[src/design/act_pkg.sv]
// Package for the aging client table: entry and control types, action and
// register codes, state encoding. No dependencies.
`timescale 1ns / 1ps

package act_pkg;

    // Field widths fixed by the interface
    localparam int ADDR_W    = 16;
    localparam int MODE_W    = 8;
    localparam int TIME_W    = 32;
    localparam int POS_W     = 8;
    localparam int LIMIT_W   = 5;
    localparam int CFG_IDX_W = 1;
    localparam int CFG_DAT_W = 32;

    localparam logic [LIMIT_W-1:0] LIMIT_RESET   = 5'd16;
    localparam logic [TIME_W-1:0]  TIMEOUT_RESET = 32'd5000;

    // Action codes; code seven is unused and does nothing
    typedef enum logic [2:0] {
        ACT_ADD      = 3'd0,
        ACT_REM_ADDR = 3'd1,
        ACT_REM_IDX  = 3'd2,
        ACT_LOOKUP   = 3'd3,
        ACT_REFRESH  = 3'd4,
        ACT_SWEEP    = 3'd5,
        ACT_READ     = 3'd6
    } t_action;

    // Configuration register indexes
    localparam logic [CFG_IDX_W-1:0] CFG_CLIENT_LIMIT  = 1'b0;
    localparam logic [CFG_IDX_W-1:0] CFG_STALE_TIMEOUT = 1'b1;

    // Sequencer states, one-hot
    typedef enum logic [3:0] {
        ST_IDLE  = 4'b0001,
        ST_EXEC  = 4'b0010,
        ST_SWEEP = 4'b0100,
        ST_DONE  = 4'b1000
    } t_state;

    // One table entry
    typedef struct packed {
        logic [ADDR_W-1:0] addr;
        logic [MODE_W-1:0] mode;
        logic [TIME_W-1:0] seen;
    } t_entry;

    // Command word presented to every cell
    typedef struct packed {
        logic [ADDR_W-1:0] addr;
        logic [MODE_W-1:0] mode;
        logic [TIME_W-1:0] now;
        logic [TIME_W-1:0] timeout;
    } t_query;

    // Per-cell control from the sequencer
    typedef struct packed {
        logic wr_new;     // load the new entry
        logic wr_stamp;   // restamp last-seen time
        logic kill_load;  // load the kill mark
        logic kill_val;   // value for the kill mark
        logic shift;      // take entry and mark from the next cell
    } t_cell_ctl;

endpackage

[src/design/act_cell.sv]
// One cell of the aging client table: holds one entry and its kill mark,
// matches and ages locally, and passes hit and kill chains on. Uses act_pkg.
`timescale 1ns / 1ps

module act_cell (
    input  logic               i_clk,
    input  logic               i_rst_n,
    input  act_pkg::t_cell_ctl i_ctl,
    input  act_pkg::t_query    i_query,
    input  act_pkg::t_entry    i_next,
    input  logic               i_next_kill,
    input  logic               i_live,
    input  logic               i_prior_hit,
    input  logic               i_prior_kill,
    output act_pkg::t_entry    o_entry,
    output logic               o_kill,
    output logic               o_first,
    output logic               o_stale,
    output logic               o_hit_chain,
    output logic               o_kill_chain
);

    act_pkg::t_entry r_entry;
    logic            r_kill;
    logic            w_match;
    logic [act_pkg::TIME_W-1:0] w_age;

    // Local compare and age
    assign w_match      = i_live && (r_entry.addr == i_query.addr);
    assign w_age        = i_query.now - r_entry.seen;
    assign o_stale      = i_live && (w_age > i_query.timeout);
    assign o_first      = w_match && !i_prior_hit;
    assign o_hit_chain  = i_prior_hit | w_match;
    assign o_kill_chain = i_prior_kill | r_kill;
    assign o_entry      = r_entry;
    assign o_kill       = r_kill;

    // Entry storage: shift down, load new, or restamp
    always_ff @(posedge i_clk) begin
        if (i_ctl.shift) begin
            r_entry <= i_next;
        end else if (i_ctl.wr_new) begin
            r_entry.addr <= i_query.addr;
            r_entry.mode <= i_query.mode;
            r_entry.seen <= i_query.now;
        end else if (i_ctl.wr_stamp) begin
            r_entry.seen <= i_query.now;
        end
    end

    // Kill mark travels with the entry
    always_ff @(posedge i_clk) begin
        if (!i_rst_n) begin
            r_kill <= 1'b0;
        end else if (i_ctl.kill_load) begin
            r_kill <= i_ctl.kill_val;
        end else if (i_ctl.shift) begin
            r_kill <= i_next_kill;
        end
    end

endmodule

[src/design/aging_client_table.sv]
// Aging client table top level: sequencer, configuration registers and a
// row of act_cell entries. Uses act_pkg and act_cell.
`timescale 1ns / 1ps

//  channel   direction  handshake                 payload
//  in        to block   i_in_valid / o_in_ready   action, address, index, mode, time
//  out       from block o_out_valid / i_out_ready success, index, address, mode, counts
//  cfg       to block   i_cfg_valid / o_cfg_ready i_cfg_index, i_cfg_data
//
//  A word passes from acceptance through the execute and done states to the
//  output register; a removal or sweep adds the sweep state, one shift per removal.
//  Only one word is in work at a time; the next is taken while a result waits.
//  Synchronous active-low reset empties the table; no clearing pass.
//  Configuration writes are taken in any cycle outside reset.

module aging_client_table #(
    parameter int MAX_CLIENTS = 16
) (
    input  logic        i_clk,
    input  logic        i_rst_n,
    input  logic        i_in_valid,
    output logic        o_in_ready,
    input  logic [2:0]  i_action,
    input  logic [15:0] i_client_address,
    input  logic [7:0]  i_entry_index,
    input  logic [7:0]  i_ranging_mode,
    input  logic [31:0] i_now_time,
    output logic        o_out_valid,
    input  logic        i_out_ready,
    output logic        o_success,
    output logic [7:0]  o_found_index,
    output logic [15:0] o_entry_address,
    output logic [7:0]  o_entry_mode,
    output logic [7:0]  o_client_count,
    output logic [7:0]  o_removed_count,
    input  logic        i_cfg_valid,
    output logic        o_cfg_ready,
    input  logic [0:0]  i_cfg_index,
    input  logic [31:0] i_cfg_data
);

    localparam int CW = $clog2(MAX_CLIENTS + 1);

    // Control registers
    act_pkg::t_state r_state, n_state;
    logic [CW-1:0]   r_count, n_count;
    logic            r_ov, n_ov;
    logic [4:0]      r_limit;
    logic [31:0]     r_timeout;

    // Captured word
    logic [2:0]  r_act, n_act;
    logic [15:0] r_addr, n_addr;
    logic [7:0]  r_idx, n_idx;
    logic [7:0]  r_mode, n_mode;
    logic [31:0] r_now, n_now;

    // Result being built
    logic        r_ok, n_ok;
    logic [7:0]  r_pos, n_pos;
    logic [15:0] r_raddr, n_raddr;
    logic [7:0]  r_rmode, n_rmode;
    logic [7:0]  r_rem, n_rem;

    // Output register
    logic        r_o_ok, n_o_ok;
    logic [7:0]  r_o_pos, n_o_pos;
    logic [15:0] r_o_addr, n_o_addr;
    logic [7:0]  r_o_mode, n_o_mode;
    logic [7:0]  r_o_count, n_o_count;
    logic [7:0]  r_o_rem, n_o_rem;

    // Cell row signals
    act_pkg::t_query    w_query;
    act_pkg::t_entry    w_entry [MAX_CLIENTS];
    act_pkg::t_cell_ctl w_ctl [MAX_CLIENTS];
    logic [MAX_CLIENTS-1:0] w_kill, w_first, w_stale, w_hit_chain, w_kill_chain;
    logic [MAX_CLIENTS-1:0] w_live, w_at_count, w_sel_idx, w_pick;
    logic [MAX_CLIENTS-1:0] w_wr_new, w_wr_stamp, w_kill_load, w_kill_val, w_shift;
    logic        w_any_hit, w_any_kill, w_idx_ok, w_can_add;
    logic [7:0]  w_hit_pos;
    logic [15:0] w_pick_addr;
    logic [7:0]  w_pick_mode;

    assign w_query = '{addr: r_addr, mode: r_mode, now: r_now, timeout: r_timeout};

    // Row of cells, chained on hit, kill and shift data
    for (genvar i = 0; i < MAX_CLIENTS; i++) begin : g_cell
        act_pkg::t_entry w_next;
        logic            w_next_kill;
        logic            w_prior_hit;
        logic            w_prior_kill;

        assign w_live[i]     = CW'(i) < r_count;
        assign w_at_count[i] = CW'(i) == r_count;
        assign w_sel_idx[i]  = r_idx == 8'(i);
        assign w_ctl[i]      = '{wr_new: w_wr_new[i], wr_stamp: w_wr_stamp[i],
                                 kill_load: w_kill_load[i], kill_val: w_kill_val[i],
                                 shift: w_shift[i]};

        if (i == MAX_CLIENTS - 1) begin : g_tail
            assign w_next      = w_entry[i];
            assign w_next_kill = 1'b0;
        end else begin : g_body
            assign w_next      = w_entry[i+1];
            assign w_next_kill = w_kill[i+1];
        end

        if (i == 0) begin : g_head
            assign w_prior_hit  = 1'b0;
            assign w_prior_kill = 1'b0;
        end else begin : g_link
            assign w_prior_hit  = w_hit_chain[i-1];
            assign w_prior_kill = w_kill_chain[i-1];
        end

        act_cell u_cell (
            .i_clk        (i_clk),
            .i_rst_n      (i_rst_n),
            .i_ctl        (w_ctl[i]),
            .i_query      (w_query),
            .i_next       (w_next),
            .i_next_kill  (w_next_kill),
            .i_live       (w_live[i]),
            .i_prior_hit  (w_prior_hit),
            .i_prior_kill (w_prior_kill),
            .o_entry      (w_entry[i]),
            .o_kill       (w_kill[i]),
            .o_first      (w_first[i]),
            .o_stale      (w_stale[i]),
            .o_hit_chain  (w_hit_chain[i]),
            .o_kill_chain (w_kill_chain[i])
        );
    end

    assign w_any_hit  = w_hit_chain[MAX_CLIENTS-1];
    assign w_any_kill = w_kill_chain[MAX_CLIENTS-1];
    assign w_idx_ok   = 9'(r_idx) < 9'(r_count);
    assign w_can_add  = !w_any_hit && (9'(r_count) < 9'(r_limit))
                        && (9'(r_count) < 9'(MAX_CLIENTS));

    // Entry selection: by index for index actions, else first address hit
    assign w_pick = ((r_act == act_pkg::ACT_REM_IDX) || (r_act == act_pkg::ACT_READ))
                    ? w_sel_idx : w_first;

    always_comb begin
        w_pick_addr = '0;
        w_pick_mode = '0;
        w_hit_pos   = '0;
        for (int k = 0; k < MAX_CLIENTS; k++) begin
            if (w_pick[k]) begin
                w_pick_addr = w_pick_addr | w_entry[k].addr;
                w_pick_mode = w_pick_mode | w_entry[k].mode;
            end
            if (w_first[k]) begin
                w_hit_pos = w_hit_pos | 8'(k);
            end
        end
    end

    // Sequencer
    always_comb begin
        n_state     = r_state;
        n_count     = r_count;
        n_ov        = r_ov;
        n_act       = r_act;
        n_addr      = r_addr;
        n_idx       = r_idx;
        n_mode      = r_mode;
        n_now       = r_now;
        n_ok        = r_ok;
        n_pos       = r_pos;
        n_raddr     = r_raddr;
        n_rmode     = r_rmode;
        n_rem       = r_rem;
        n_o_ok      = r_o_ok;
        n_o_pos     = r_o_pos;
        n_o_addr    = r_o_addr;
        n_o_mode    = r_o_mode;
        n_o_count   = r_o_count;
        n_o_rem     = r_o_rem;
        w_wr_new    = '0;
        w_wr_stamp  = '0;
        w_kill_load = '0;
        w_kill_val  = '0;
        w_shift     = '0;

        if (r_ov && i_out_ready) begin
            n_ov = 1'b0;
        end

        case (r_state)
            act_pkg::ST_IDLE: begin
                if (i_in_valid) begin
                    n_act   = i_action;
                    n_addr  = i_client_address;
                    n_idx   = i_entry_index;
                    n_mode  = i_ranging_mode;
                    n_now   = i_now_time;
                    n_state = act_pkg::ST_EXEC;
                end
            end
            act_pkg::ST_EXEC: begin
                n_ok    = 1'b0;
                n_pos   = '0;
                n_raddr = '0;
                n_rmode = '0;
                n_rem   = '0;
                n_state = act_pkg::ST_DONE;
                case (r_act)
                    act_pkg::ACT_ADD: begin
                        if (w_can_add) begin
                            w_wr_new = w_at_count;
                            n_count  = r_count + CW'(1);
                            n_ok     = 1'b1;
                            n_pos    = 8'(r_count);
                            n_raddr  = r_addr;
                            n_rmode  = r_mode;
                        end
                    end
                    act_pkg::ACT_REM_ADDR: begin
                        if (w_any_hit) begin
                            w_kill_load = '1;
                            w_kill_val  = w_first;
                            n_ok        = 1'b1;
                            n_pos       = w_hit_pos;
                            n_raddr     = w_pick_addr;
                            n_rmode     = w_pick_mode;
                            n_state     = act_pkg::ST_SWEEP;
                        end
                    end
                    act_pkg::ACT_REM_IDX: begin
                        if (w_idx_ok) begin
                            w_kill_load = '1;
                            w_kill_val  = w_sel_idx;
                            n_ok        = 1'b1;
                            n_pos       = r_idx;
                            n_raddr     = w_pick_addr;
                            n_rmode     = w_pick_mode;
                            n_state     = act_pkg::ST_SWEEP;
                        end
                    end
                    act_pkg::ACT_LOOKUP, act_pkg::ACT_REFRESH: begin
                        if (w_any_hit) begin
                            if (r_act == act_pkg::ACT_REFRESH) begin
                                w_wr_stamp = w_first;
                            end
                            n_ok    = 1'b1;
                            n_pos   = w_hit_pos;
                            n_raddr = w_pick_addr;
                            n_rmode = w_pick_mode;
                        end
                    end
                    act_pkg::ACT_SWEEP: begin
                        w_kill_load = '1;
                        w_kill_val  = w_stale;
                        n_state     = act_pkg::ST_SWEEP;
                    end
                    act_pkg::ACT_READ: begin
                        if (w_idx_ok) begin
                            n_ok    = 1'b1;
                            n_pos   = r_idx;
                            n_raddr = w_pick_addr;
                            n_rmode = w_pick_mode;
                        end
                    end
                    default: begin
                    end
                endcase
            end
            act_pkg::ST_SWEEP: begin
                // drop the first marked entry; later cells move down one
                if (w_any_kill) begin
                    w_shift = w_kill_chain;
                    n_count = r_count - CW'(1);
                    n_rem   = r_rem + 8'd1;
                    n_ok    = 1'b1;
                end else begin
                    n_state = act_pkg::ST_DONE;
                end
            end
            act_pkg::ST_DONE: begin
                if (!r_ov || i_out_ready) begin
                    n_o_ok    = r_ok;
                    n_o_pos   = r_pos;
                    n_o_addr  = r_raddr;
                    n_o_mode  = r_rmode;
                    n_o_count = 8'(r_count);
                    n_o_rem   = r_rem;
                    n_ov      = 1'b1;
                    n_state   = act_pkg::ST_IDLE;
                end
            end
            default: begin
                n_state = act_pkg::ST_IDLE;
            end
        endcase
    end

    // Control state
    always_ff @(posedge i_clk) begin
        if (!i_rst_n) begin
            r_state   <= act_pkg::ST_IDLE;
            r_count   <= '0;
            r_ov      <= 1'b0;
            r_limit   <= act_pkg::LIMIT_RESET;
            r_timeout <= act_pkg::TIMEOUT_RESET;
        end else begin
            r_state <= n_state;
            r_count <= n_count;
            r_ov    <= n_ov;
            if (i_cfg_valid) begin
                case (i_cfg_index)
                    act_pkg::CFG_CLIENT_LIMIT:  r_limit   <= i_cfg_data[4:0];
                    act_pkg::CFG_STALE_TIMEOUT: r_timeout <= i_cfg_data;
                    default: begin
                    end
                endcase
            end
        end
    end

    // Payload registers
    always_ff @(posedge i_clk) begin
        r_act     <= n_act;
        r_addr    <= n_addr;
        r_idx     <= n_idx;
        r_mode    <= n_mode;
        r_now     <= n_now;
        r_ok      <= n_ok;
        r_pos     <= n_pos;
        r_raddr   <= n_raddr;
        r_rmode   <= n_rmode;
        r_rem     <= n_rem;
        r_o_ok    <= n_o_ok;
        r_o_pos   <= n_o_pos;
        r_o_addr  <= n_o_addr;
        r_o_mode  <= n_o_mode;
        r_o_count <= n_o_count;
        r_o_rem   <= n_o_rem;
    end

    assign o_in_ready      = (r_state == act_pkg::ST_IDLE);
    assign o_cfg_ready     = 1'b1;
    assign o_out_valid     = r_ov;
    assign o_success       = r_o_ok;
    assign o_found_index   = r_o_pos;
    assign o_entry_address = r_o_addr;
    assign o_entry_mode    = r_o_mode;
    assign o_client_count  = r_o_count;
    assign o_removed_count = r_o_rem;

    // Checks
    a_count_bound: assert property (@(posedge i_clk) disable iff (!i_rst_n)
        9'(r_count) <= 9'(MAX_CLIENTS))
        else $error("entry count above table depth");

    a_kill_live: assert property (@(posedge i_clk) disable iff (!i_rst_n)
        (r_state == act_pkg::ST_SWEEP) |-> ((w_kill & ~w_live) == '0))
        else $error("kill mark on an empty cell");

    a_sweep_step: assert property (@(posedge i_clk) disable iff (!i_rst_n)
        (r_state == act_pkg::ST_SWEEP && w_any_kill)
        |=> (r_count == $past(r_count) - CW'(1)))
        else $error("removal did not drop the count by one");

    a_add_step: assert property (@(posedge i_clk) disable iff (!i_rst_n)
        (r_state == act_pkg::ST_EXEC && r_act == act_pkg::ACT_ADD && w_can_add)
        |=> (r_count == $past(r_count) + CW'(1)))
        else $error("add did not grow the count by one");

    a_single_first: assert property (@(posedge i_clk) disable iff (!i_rst_n)
        $onehot0(w_first))
        else $error("more than one first hit");

endmodule
[config.mk]
export PLATFORM = sky130hd
export DESIGN_NAME = aging_client_table
export DESIGN_NICKNAME = d
export VERILOG_FILES = /design/src/design/act_pkg.sv /design/src/design/act_cell.sv /design/src/design/aging_client_table.sv
export SDC_FILE = /design/constraint.sdc
export NUM_CORES = 2
export LEC_CHECK = 0
export BUFFER_PORTS_ARGS = -buffer_cell sky130_fd_sc_hd__buf_2
export CAP_MARGIN = 20
export CELL_PAD_IN_SITES_DETAIL_PLACEMENT = 0
export CELL_PAD_IN_SITES_GLOBAL_PLACEMENT = 1
export CORE_ASPECT_RATIO = 1.2
export CORE_MARGIN = 2
export CORE_UTILIZATION = 52
export CTS_CLUSTER_DIAMETER = 80
export CTS_CLUSTER_SIZE = 8
export DETAILED_ROUTE_END_ITERATION = 12
export HOLD_SLACK_MARGIN = 0.15
export PLACE_DENSITY = 0.87
export SYNTH_ARGS = -nofsm -noshare
export SYNTH_HDL_FRONTEND = slang
export SYNTH_SLANG_ARGS = --single-unit
[constraint.sdc]
create_clock -name i_clk -period 8.9 [get_ports i_clk]
set_clock_uncertainty 0.05 [all_clocks]
set_input_delay 1.78 -clock i_clk [delete_from_list [all_inputs] [get_ports i_clk]]
set_output_delay 1.78 -clock i_clk [all_outputs]
set_load 0.05 [all_outputs]
# Yosys cells after proc, flatten, opt, wreduce, memory -nomap -nowiden

Index checks and enable logic that the tools add are counted.

Add/sub/neg operators: 19
Magnitude comparators: 35
Equality and inequality tests: 62
Multiplexer cells: 193
Bitwise operators: 62
Reduce and logical (&&, ||, !) cells: 132

Operators with widths:

| operator                                             | number |
|---|---|
| 2-to-1 mux 32 bit                                    | 32 |
| 2-to-1 mux 56 bit                                    | 15 |
| 2-to-1 mux 16 bit                                    | 35 |
| greater-than comparator 32 bit                       | 16 |
| subtractor 32 bit                                    | 16 |
| 2-to-1 mux 24 bit                                    | 15 |
| equality test 16 bit                                 | 16 |
| OR 16 bit                                            | 15 |
| 2-to-1 mux 8 bit                                     | 22 |
| one-hot mux 16 bit (3 select lines)                  | 3 |
| OR 8 bit                                             | 15 |
| nonzero test 2 bit                                   | 33 |
| equality test 8 x 4 -> 1 bit (second input constant) | 8 |
| 2-to-1 mux 4 bit                                     | 13 |
| logical AND 1 bit                                    | 50 |
| one-hot mux 8 bit (3 select lines)                   | 2 |
| nonzero test 3 bit                                   | 15 |
| equality test 4 x 5 -> 1 bit (first input constant)  | 8 |
| < comparator 4 x 5 -> 1 bit (first input constant)   | 8 |
| 2-to-1 mux 1 bit                                     | 40 |
| equality test 8 x 3 -> 1 bit (second input constant) | 4 |
| OR 1 bit                                             | 30 |
| equality test 3 x 5 -> 1 bit (first input constant)  | 4 |
| < comparator 3 x 5 -> 1 bit (first input constant)   | 4 |
| other kinds (41)                                     | 84 |

Register bits: 1113
Bits of input ports: 105
Output and inout bits: 52
Logic and storage cells: 588

# Longest topological paths before layout

Depth in word-level cells: 52
Depth in mapped cells: 27

# Hierarchy

A second synthesis with hierarchy kept.

Cells, all modules: 10058
Area total of the unflattened synthesis: 97339.6 um^2

By module, submodules not included:

| module                           | times used | cells each | area an instance (um^2) | seq. area each (um^2) |
|---|---|---|---|---|
| act_cell (g_cell[10].u_cell ...) | 9          | 538        | 5222.5                  | 1701.6 |
| aging_client_table               | 1          | 1417       | 13621.8                 | 5565.3 |
| act_cell (g_cell[7].u_cell ...)  | 2          | 563        | 5347.6                  | 1701.6 |
| act_cell (g_cell[9].u_cell)      | 1          | 563        | 5346.4                  | 1701.6 |
| act_cell (g_cell[0].u_cell)      | 1          | 553        | 5285.1                  | 1701.6 |
| act_cell (g_cell[6].u_cell)      | 1          | 529        | 5205.0                  | 1701.6 |
| act_cell (g_cell[12].u_cell)     | 1          | 515        | 5119.9                  | 1701.6 |
| act_cell (g_cell[13].u_cell)     | 1          | 513        | 5063.6                  | 1701.6 |

# Worst setup path after synthesis

Ideal clock, no wire load.

Kind: input-to-reg
From: input port i_out_ready
To: register r_o_count[0] (netlist: o_client_count[0]) (enable)
Setup time: 0.564 ns
Data arrival time: 6.232 ns
Data required time: 8.286 ns
Path slack: 2.054 ns
Stages: 2
Buffers on the path: 0
Cells stage by stage: nor2b_1 nor4_1

Word-level cells in the longest chain between the ends: 2

Ends and longest elaborated chain:

| what                          | RTL line                  | source |
|---|---|---|
| start: declaration            | aging_client_table.sv:29  | `input logic i_out_ready,` |
| logical OR 1 bit              | aging_client_table.sv:283 | `if (!r_ov \|\| i_out_ready) begin` |
| AND reduction 2 bit (no line) | n/a                       |  |
| end signal: assignment        | aging_client_table.sv:339 | `r_o_count <= n_o_count;` |
| end: declaration              | aging_client_table.sv:70  | `logic [7:0] r_o_count, n_o_count;` |

Every way passes these cells.
A chain may end at the register's enable or synchronous reset.

# Final worst setup path

From: register r_now[0]
To: register g_cell[9].u_cell.r_kill

Word-level cells in the longest chain between the ends: 6

Ends and longest elaborated chain:

| what                                | RTL line                  | source |
|---|---|---|
| start: declaration                  | aging_client_table.sv:56  | `logic [31:0] r_now, n_now;` |
| start signal: assignment            | aging_client_table.sv:329 | `r_now <= n_now;` |
| subtractor 32 bit                   | act_cell.sv:30            | `assign w_age = i_query.now - r_entry.seen;` |
| greater-than comparator 32 bit      | act_cell.sv:31            | `assign o_stale = i_live && (w_age > i_query.timeout);` |
| logical AND 1 bit                   | act_cell.sv:31            |  |
| one-hot mux 16 bit (3 select lines) | aging_client_table.sv:210 | `case (r_act)` |
| 2-to-1 mux 16 bit                   | aging_client_table.sv:192 | `case (r_state)` |
| 2-to-1 mux 1 bit                    | act_cell.sv:55            | `end else if (i_ctl.kill_load) begin` |
| end signal: assignment              | act_cell.sv:56            | `r_kill <= i_ctl.kill_val;` |
| end signal: assignment              | act_cell.sv:58            | `r_kill <= i_next_kill;` |
| end: declaration                    | act_cell.sv:24            | `logic r_kill;` |

Every way passes these cells.

==> flow_summary.ini <==
[grt]
grt_max_degree = 88
grt_pass1_wl_um = 461000
grt_use_total = 0.362
overflow = 0
antenna_found_initial = 19
grt_pass1_vias = 74884

[drt]
vias_per_cell = 6.46
drtIter0Drc = 6663
vias = 73022
wl_per_cell_um = 28.0
totalWireLength_um = 316000
ant_nets = 0
drcViolationCount = 0
dr.pass1.iters = 8

[clocking]
cts_max_level = 4
hold_buffers = 0
cts_sinks = 1113
path_clk_slew_ps = 60
cts_made_buffers = 160
clockRootBuffer = clkbuf_16
clockBufferDepth = 3
post_cts_buffers = 0
cts_tree = yes
cts.repair.resized = 0
clkLatencyLatePin_ps = 850

[worst_setup_path]
path_class = reg -> reg
path_max_fanout = 28
cp-start-kind = register
worstPathArrival_ps = 7680
critPathCaptureType = register
cp_data_required_time_ps = 9600

[place]
place_hpwl_um = 238000
finalWeightedCongestion = 1.05
portBuffers = 152
place_ws_ps = 1980
placed_cell_area_sq_mm = 0.0921

[sta]
setup_viol = 0
slew_violations = 0
worst_slack_ps = 1920
worstMarginPinSlew_ps = 1200
max_slew_margin = 0.190
rsz0062_at_grt = no
fmax_mhz = 143
finalCritPeriodShare = 0.785
hold_viol_final = 0
fin_setup_tns_ps = 0
min_period_ps = 6980

[yosys]
yosys.area.top_type = edfxtp_1
yosysMostFrequentCell = edfxtp_1
ys_types = 98
ys_seq_elements = 1113
yosysTopAreaCellShare = 0.358
ys_top_cells_by_area = edfxtp_1 (36%), ha_1 (15%), mux2_2 (8.2%)
syn_area_per_cell_sq_um = 10.1
netlist_top_cells_count = edfxtp_1 (1050), ha_1 (1022), inv_1 (653), mux2_2 (642), nand2_1 (635)
synthFlopType = edfxtp_1
synthArstFlopShare = 0
netlist_area_sq_mm = 0.0880
synth-edff-count = 1050
synth_cells = 8736
ys_warn_count = 0
yosysSeqAreaShare = 0.373

[cells_and_area]
seqCellArea_sq_mm = 0.0328
final_net_count = 10089
nFillCells = 14458
stdcell_area_sq_mm = 0.0968
syn_to_final_growth_pct = 10.1
multi_input_area_sq_mm = 0.0518
final_layout_size_suffix_gt1_frac = 0.144

[flow_run]
drv_cap = 0

[power]
power.total_mw = 16.2
leakage_nw = 39.2
ir_worst_vdd_uv = 173
power_density_mw_per_mm2 = 167

[floorplanning]
design.core.area_sq_mm = 0.168
rows = 165
ios = 157
dieWidth_um = 379
initial_core_util = 0.523
chipHeight_um = 455
die_area_sq_mm = 0.172

[worst_hold_path]
hold_path_class = reg -> reg

[status]
status = completed
## state kept, by name (all words and copies together), names as in the netlist, 8 cells and up
register and cells:
r_addr 16, o_removed_count 8, r_pos 8, r_raddr 16
g_cell.u_cell.o_kill 16, r_rmode 8, r_timeout 32, r_rem 8
o_found_index 8, r_mode 8, r_idx 8, o_entry_address 16
o_entry_mode 8, g_cell.u_cell.o_entry 896, r_now 32
## cells by family (layout without fill, tap and decap cells)
family / after synthesis / after routing / synth area share
muxes: 651 / 651 / 0.0832
other: 2 / 17 / 0.0000854
xor gates and xnor gates: 728 / 728 / 0.0725
DFF: 1113 / 1113 / 0.373
AOI/OAI and AO/OA: 2189 / 2189 / 0.164
buffers and inverters: 971 / 1263 / 0.0431
and+or+nand+nor: 2044 / 2044 / 0.116
adders and majority gates: 1038 / 1038 / 0.149
## report_power, final
group          internal (mW)  switching, mW  total (mW)
sequential              5.86         0.0983        5.96
combinational           1.80           2.54        4.33
clock                   3.36           2.53        5.89
## worst max-delay path: stages (launching register included)
cell and delay, ps:
edfxtp_1 430, inv_1 80, buf_4 340, ha_1 250, inv_1 60, fa_1 410
a21oi_1 180, nor2b_1 100, a311o_1 430, a31oi_1 550, o31a_1 310, o21ai_0 200
a22oi_1 350, a211o_1 260, o21ai_0 180, a31oi_1 250, xnor2_1 90, ha_1 310
nand4_1 270, nor4_1 990, nand2_1 160, o21ai_0 250, o31ai_1 90, a221oi_1 270
## layer usage
| layer | vias up | GRT usage | wire length [um] |
|---|---|---|---|
| li1 | 33048 | - | - |
| met3 | 1250 | 0.0764 | 22800 |
| met2 | 3306 | 0.638 | 156000 |
| met4 | 10 | 0.333 | 33600 |
| met5 | - | 0 | 103 |
| met1 | 35408 | 0.355 | 103000 |
## final timing paths
path | from | endpoint | slack (ps) | cells after the start
worst max register to register | r_now[0] | g_cell[9].u_cell.o_kill | 1920 | 23
worst min-delay path | r_rmode[4] | o_entry_mode[4] | 370 | 0
worst min register to register | r_rmode[4] | o_entry_mode[4] | 370 | 0
worst max-delay path | r_now[0] | g_cell[9].u_cell.o_kill | 1920 | 23
## placed cells by master (no fill, tap or decap), drive strengths merged, types with 97 or more instances in the layout
cell | synthesis | layout
o21ai | 493 | 493
nand4 | 182 | 182
clkbuf | 207 | 233
nor3 | 120 | 120
a21oi | 551 | 551
nand2b | 97 | 97
a21o | 344 | 344
inv | 653 | 662
nor2b | 113 | 113
nor2 | 397 | 397
nand2 | 636 | 636
nor4 | 112 | 112
o21a | 131 | 131
mux2 | 644 | 644
xor2 | 297 | 297
edfxtp | 1050 | 1050
xnor2 | 431 | 431
buf | 110 | 357
nand3 | 119 | 119
ha | 1022 | 1022
## cell type report
| cell class | instances | area share |
|---|---|---|
| clock buffer | 231 | 0.0446 |
| antenna | 10 | 0.000258 |
| sequential | 1113 | 0.339 |
| tap | 2254 | 0.0291 |
| inverter | 654 | 0.0253 |
| timing repair buffer | 360 | 0.0246 |
| clock inverter | 18 | 0.00300 |
| multi-input combinational | 6657 | 0.534 |
## per-stage QoR
stage | cells | util | hold WS, ps
5_1_grt | 11287 | 0.575 | 379
4_1_cts | 11281 | 0.575 | 368
6_report | 11297 | 0.576 | 369
3_5_place_dp | 11032 | 0.547 | 356
2_1_floorplan | 8741 | - | 350
3_3_place_gp | 11024 | 0.547 | 354
(Power assumes the default switching activity.)
